`src/rtl/descending_set_sorter_macros.svh`:
```
// Assertion macros for the descending set sorter.
// Every macro expects clk and arst_n in the scope where it is used.
`ifndef DESCENDING_SET_SORTER_MACROS_SVH
`define DESCENDING_SET_SORTER_MACROS_SVH

// The consequent must hold in the same cycle as the antecedent.
`define DSS_ASSERT_IMP(label, ante, cons) \
	label: assert property (@(posedge clk) disable iff (!arst_n) (ante) |-> (cons)) \
		else $error("descending_set_sorter: same-cycle check failed");

// The consequent must hold in the cycle after the antecedent.
`define DSS_ASSERT_NEXT(label, ante, cons) \
	label: assert property (@(posedge clk) disable iff (!arst_n) (ante) |=> (cons)) \
		else $error("descending_set_sorter: next-cycle check failed");

`endif

```
`src/rtl/dss_pkg.sv`:
```
// Package for the descending set sorter: capacity, derived widths and state encoding.
// It has no dependencies.
package dss_pkg;

	localparam int MAX_ITEMS = 64;
	localparam int AW = (MAX_ITEMS > 1) ? $clog2(MAX_ITEMS) : 1;
	localparam int CW = $clog2(MAX_ITEMS + 1);
	localparam int DW = 32;

	typedef enum logic [2:0] {
		ST_IDLE,
		ST_SHIFT,
		ST_PLACE,
		ST_OUT_RD,
		ST_OUT_LD
	} state_t;

endpackage

```
`src/rtl/descending_set_sorter.sv`:
```
// Descending set sorter: collects a set in a sorted memory and streams it out largest first.
// A value into an empty store is written at once; into a full store it only sets overflow;
// else smaller entries shift up one at a time over the memory's single read and write port.
// Closing a set enters ST_OUT_RD, ST_OUT_LD; results then go one per cycle while not stalled.
// Asynchronous active-low reset clears the count, the overflow flag and all control state.
// Depends on dss_pkg and descending_set_sorter_macros.svh.
`include "descending_set_sorter_macros.svh"

module descending_set_sorter
	import dss_pkg::*;
(
	input  logic                 clk,
	input  logic                 arst_n,
	input  logic                 sample_valid,
	output logic                 sample_stall,
	input  logic signed [DW-1:0] sample_value,
	input  logic                 final_of_set,
	output logic                 result_valid,
	input  logic                 result_stall,
	output logic signed [DW-1:0] sorted_value,
	output logic                 last_of_run,
	output logic                 overflowed
);

	logic signed [DW-1:0] mem [MAX_ITEMS];

	state_t state_q, state_d;
	logic [CW-1:0] cnt_q, cnt_d;
	logic          ovf_q, ovf_d;
	logic [AW-1:0] pos_q, pos_d;
	logic [AW-1:0] k_q, k_d;
	logic signed [DW-1:0] v_q;
	logic          fin_q;
	logic signed [DW-1:0] rd_data_q;

	logic          we;
	logic [AW-1:0] wa;
	logic signed [DW-1:0] wd;
	logic [AW-1:0] rd_addr;
	logic          out_load;
	logic          accept_in;
	logic          out_free;
	logic          last_hit;

	logic                 result_valid_q;
	logic signed [DW-1:0] sorted_value_q;
	logic                 last_q;
	logic                 overflowed_q;

	assign sample_stall = (state_q != ST_IDLE);
	assign accept_in    = sample_valid && !sample_stall;
	assign out_free     = !result_valid_q || !result_stall;
	assign last_hit     = ((CW'(k_q) + CW'(1)) == cnt_q);

	always_ff @(posedge clk or negedge arst_n) begin
		if (!arst_n) begin
			state_q <= ST_IDLE;
		end else begin
			state_q <= state_d;
		end
	end

	always_comb begin
		state_d  = state_q;
		we       = 1'b0;
		wa       = pos_q;
		wd       = v_q;
		rd_addr  = k_q;
		pos_d    = pos_q;
		cnt_d    = cnt_q;
		ovf_d    = ovf_q;
		k_d      = k_q;
		out_load = 1'b0;
		unique case (state_q)
			ST_IDLE: begin
				rd_addr = cnt_q[AW-1:0] - AW'(1);
				k_d     = '0;
				if (accept_in) begin
					if (cnt_q == CW'(MAX_ITEMS)) begin
						ovf_d   = 1'b1;
						state_d = final_of_set ? ST_OUT_RD : ST_IDLE;
					end else if (cnt_q == '0) begin
						we      = 1'b1;
						wa      = '0;
						wd      = sample_value;
						cnt_d   = CW'(1);
						state_d = final_of_set ? ST_OUT_RD : ST_IDLE;
					end else begin
						pos_d   = cnt_q[AW-1:0];
						state_d = ST_SHIFT;
					end
				end
			end
			ST_SHIFT: begin
				rd_addr = pos_q - AW'(2);
				we      = 1'b1;
				wa      = pos_q;
				k_d     = '0;
				if (rd_data_q < v_q) begin
					wd    = rd_data_q;
					pos_d = pos_q - AW'(1);
					if (pos_q == AW'(1)) begin
						state_d = ST_PLACE;
					end
				end else begin
					wd      = v_q;
					cnt_d   = cnt_q + CW'(1);
					state_d = fin_q ? ST_OUT_RD : ST_IDLE;
				end
			end
			ST_PLACE: begin
				we      = 1'b1;
				wa      = pos_q;
				wd      = v_q;
				k_d     = '0;
				cnt_d   = cnt_q + CW'(1);
				state_d = fin_q ? ST_OUT_RD : ST_IDLE;
			end
			ST_OUT_RD: begin
				rd_addr = k_q;
				state_d = ST_OUT_LD;
			end
			ST_OUT_LD: begin
				rd_addr = k_q;
				if (out_free) begin
					out_load = 1'b1;
					rd_addr  = k_q + AW'(1);
					k_d      = k_q + AW'(1);
					if (last_hit) begin
						cnt_d   = '0;
						ovf_d   = 1'b0;
						state_d = ST_IDLE;
					end
				end
			end
			default: begin
				state_d = ST_IDLE;
			end
		endcase
	end

	always_ff @(posedge clk) begin
		if (we) begin
			mem[wa] <= wd;
		end
		rd_data_q <= mem[rd_addr];
	end

	always_ff @(posedge clk or negedge arst_n) begin
		if (!arst_n) begin
			cnt_q <= '0;
			ovf_q <= 1'b0;
			pos_q <= '0;
			k_q   <= '0;
			fin_q <= 1'b0;
		end else begin
			cnt_q <= cnt_d;
			ovf_q <= ovf_d;
			pos_q <= pos_d;
			k_q   <= k_d;
			if (accept_in) begin
				fin_q <= final_of_set;
			end
		end
	end

	always_ff @(posedge clk) begin
		if (accept_in) begin
			v_q <= sample_value;
		end
	end

	always_ff @(posedge clk or negedge arst_n) begin
		if (!arst_n) begin
			result_valid_q <= 1'b0;
		end else if (out_load) begin
			result_valid_q <= 1'b1;
		end else if (!result_stall) begin
			result_valid_q <= 1'b0;
		end
	end

	always_ff @(posedge clk) begin
		if (out_load) begin
			sorted_value_q <= rd_data_q;
			last_q         <= last_hit;
			overflowed_q   <= ovf_q;
		end
	end

	assign result_valid = result_valid_q;
	assign sorted_value = sorted_value_q;
	assign last_of_run  = last_q;
	assign overflowed   = overflowed_q;

	`DSS_ASSERT_IMP(a_count_bound, 1'b1, cnt_q <= CW'(MAX_ITEMS))
	`DSS_ASSERT_IMP(a_overflow_full, ovf_q, cnt_q == CW'(MAX_ITEMS))
	`DSS_ASSERT_IMP(a_shift_pos, state_q == ST_SHIFT, pos_q != '0)
	`DSS_ASSERT_NEXT(a_set_closed, out_load && last_hit, state_q == ST_IDLE && cnt_q == '0)

endmodule
```
`config.mk`:
```
export PLATFORM = sky130hd
export DESIGN_NAME = descending_set_sorter
export DESIGN_NICKNAME = d
export VERILOG_FILES = /design/src/rtl/dss_pkg.sv /design/src/rtl/descending_set_sorter.sv
export VERILOG_INCLUDE_DIRS = /design/src /design/src/rtl
export SDC_FILE = /design/constraint.sdc
export NUM_CORES = 2
export LEC_CHECK = 0
export ABC_AREA = 0
export BUFFER_PORTS_ARGS = -buffer_cell sky130_fd_sc_hd__buf_2
export CAP_MARGIN = 30
export CORE_ASPECT_RATIO = 0.6
export CORE_MARGIN = 2
export CORE_UTILIZATION = 30
export DETAILED_ROUTE_END_ITERATION = 7
export HOLD_SLACK_MARGIN = 0.06
export PLACE_DENSITY = 0.5
export SYNTH_ARGS = -nofsm -noshare
export SYNTH_HDL_FRONTEND = slang
export SYNTH_SLANG_ARGS = --single-unit
```
`constraint.sdc`:
```
create_clock -name clk -period 12.1 [get_ports clk]
set_clock_uncertainty 0.05 [all_clocks]
set_input_delay 0 -clock clk [delete_from_list [all_inputs] [get_ports clk]]
set_output_delay 0 -clock clk [all_outputs]
set_load 0.005 [all_outputs]
```
==> qor.yml <==
synthArstFlopShare_pct: 1.15
grt_pass1_vias: 49840
clock_latency_ns: 0.85
min_period_ns: 5.68
synth-seq-area-share_pct: 75.1
syn_nets: 6037
dp_hpwl_mm: 148
fp.dieW_um: 696
cts_buffer_depth: 4
critPathCapture: "rd_data_q[11]"
cp-start-kind: "flop"
path_class: "reg -> reg"
reg2reg_from: "cnt_q[0]"
critPathLaunch: "cnt_q[0]"
timing.final.max_slew_violations: 0
routedWlPerCell_um: 26.2
fin_crit_sh_pct: 46.9
globalplace.congestion: 0.813
core.rowCount: 152
clk_pin_slew_worst_paths_ns: 0.07
fin_cells: 10085
via_per_inst: 5.27
portBuffers: 72
setup_tns_ns: 0
mostFrequentLayoutCells: "edfxtp_1 (2114), nand2_1 (1526), nand3_1 (467), and3_1 (257), clkbuf_16 (196)"
tightest_slew_ns: 1.09
worstPathArrival_ns: 6.35
die_y_um: 419
syn_avg_cell_area_um2: 14.5
route.detailed.drc: 0
netlist_top_cells_area: "edfxtp_1 (74%), nand2_1 (6.6%), mux4_2 (3.3%)"
final_common_cell: "edfxtp_1"
coreArea_um2: 286000
synth_seq_cells: 2171
cts.sinks: 2171
layout-drive-gt1-share_pct: 12.1
placed_cells: 9667
finalHoldViolations: 0
io_pins: 73
cts_buffers: 193
rsz0062_at_grt: "false"
finalNetCount: 6162
grt_pass1_wl_mm: 375
ys.flop_type: "edfxtp_1"
synth_top_area_share_pct: 73.6
syn_to_final_growth_pct: 14.6
grt_max_degree: 153
r2r_setup_slack_ns: 6.42
r2r_cells: 14
postRouteAntennaNets: 0
critPathMaxFanout: 63
max_cap_violations: 0
synth.distinct_cells: 74
ys_warn_count: 0
root_buffer: "clkbuf_16"
finalSetupViolations: 0
synth-edff-count: 2114
cts_tree: "yes"
synth_top_area_cell: "edfxtp_1"
hold_class: "in -> reg"
grt_remaining_overflow: 0
syn_area_um2: 86200
start_util_pct: 30.2
first_iter_violations: 6710
setup.worst_path.end_class: "flop"
timing.fmax_mhz: 176
htree_levels: 4
synth_cells: 5962
r2r_end: "rd_data_q[11]"
firstDrtPassIters: 5
num_vias: 53162
run_status: "finished clean"
wirelength_mm: 264
fp.dieArea_um2: 292000
grt_util_all_layers_pct: 17.6
slew_headroom_pct: 26.9
cp.required_ns: 12.77
antenna_found_initial: 13
logic make-up after synthesis:
group | Yosys count | synth area share, %
flops | 2171 | 75.1
mux | 200 | 4.17
xor+xnor | 12 | 0.122
fa+ha+maj | 38 | 0.552
compound gates | 665 | 5.51
buf+inv | 435 | 2.21
simple gates | 2441 | 12.3
worst min-delay path by stage:
stage,to,cells after the start,slack (ns),startpoint
after floorplan,cnt_q[0],0,-0.35,arst_n
after global placement,ovf_q,1,0.03,arst_n
after detailed placement,ovf_q,1,0.03,arst_n
after CTS,state_q[0],4,0.07,sample_valid
after global routing,state_q[0],4,0.16,sample_valid
final,state_q[0],4,0.11,sample_valid
registers in the layout, summed over array words and instances, names as in the netlist:
signal	count
mem	2048
ovf_q	1
cnt_q	7
rd_data_q	32
sorted_value	32
last_of_run	1
state_q	3
fin_q	1
overflowed	1
result_valid	1
pos_q	6
k_q	6
v_q	32
final cells by class:
type                            count  area (µm²)
Antenna cell                        2        5.00
Clock buffer                      260        5250
Clock inverter                     81         719
Fill cell                       27381      187000
Inverter                           46         173
Multi-Input combinational cell   3356       20400
Sequential cell                  2171       64700
Tap cell                         3850        4820
Timing Repair Buffer              319        2650
layer usage:
metal	global-route usage (%)	share of wire, %	vias to the layer above
li1	-	-	22828
met5	0	0	-
met3	3.51	8.9	325
met2	23.9	41	2285
met4	3.64	2.0	0
met1	28.6	49	27724
synth_stat cells, drive strengths merged (65+ instances only):
master,n
a311oi,66
a31oi,191
nor2,105
nand3,473
a21oi,105
mux2i,72
edfxtp,2114
nand2,1526
a32oi,65
buf,182
and3,257
clkbuf,207
mux4,127
critical path: stages (launching register included):
cell and delay (ns):
dfrtp_1 0.47, inv_1 0.14, ha_1 0.34, o21bai_1 0.25, a221oi_1 0.17, nor3_2 0.21
buf_4 0.23, buf_4 0.65, buf_4 0.80, nand2_1 0.10, and3_1 0.19, o311ai_0 0.56
a211oi_1 0.21, a31oi_1 0.63, and3_1 0.40
per-stage QoR:
step	hold slack, ns	utilization [%]	setup WS, ns	area, µm²
final	0.114	34.6	6.42	98800
after global routing	0.158	34.6	6.23	98800
after CTS	0.0672	34.5	6.53	98700
after detailed placement	0.0316	32.2	6.59	92000
after global placement	0.0302	32.2	6.55	91900
after floorplan	-0.346	-	6.44	86200
repair_timing:
item | in CTS | in global routing
buffers inserted | 0 | 0
hold buffers | 73 | 0
gates resized for setup | 0 | 0
hold endpoints to repair | 151 | 0
Power is not shown: default switching activity piles up to over one toggle a cycle in this logic, so the estimate is an artifact.
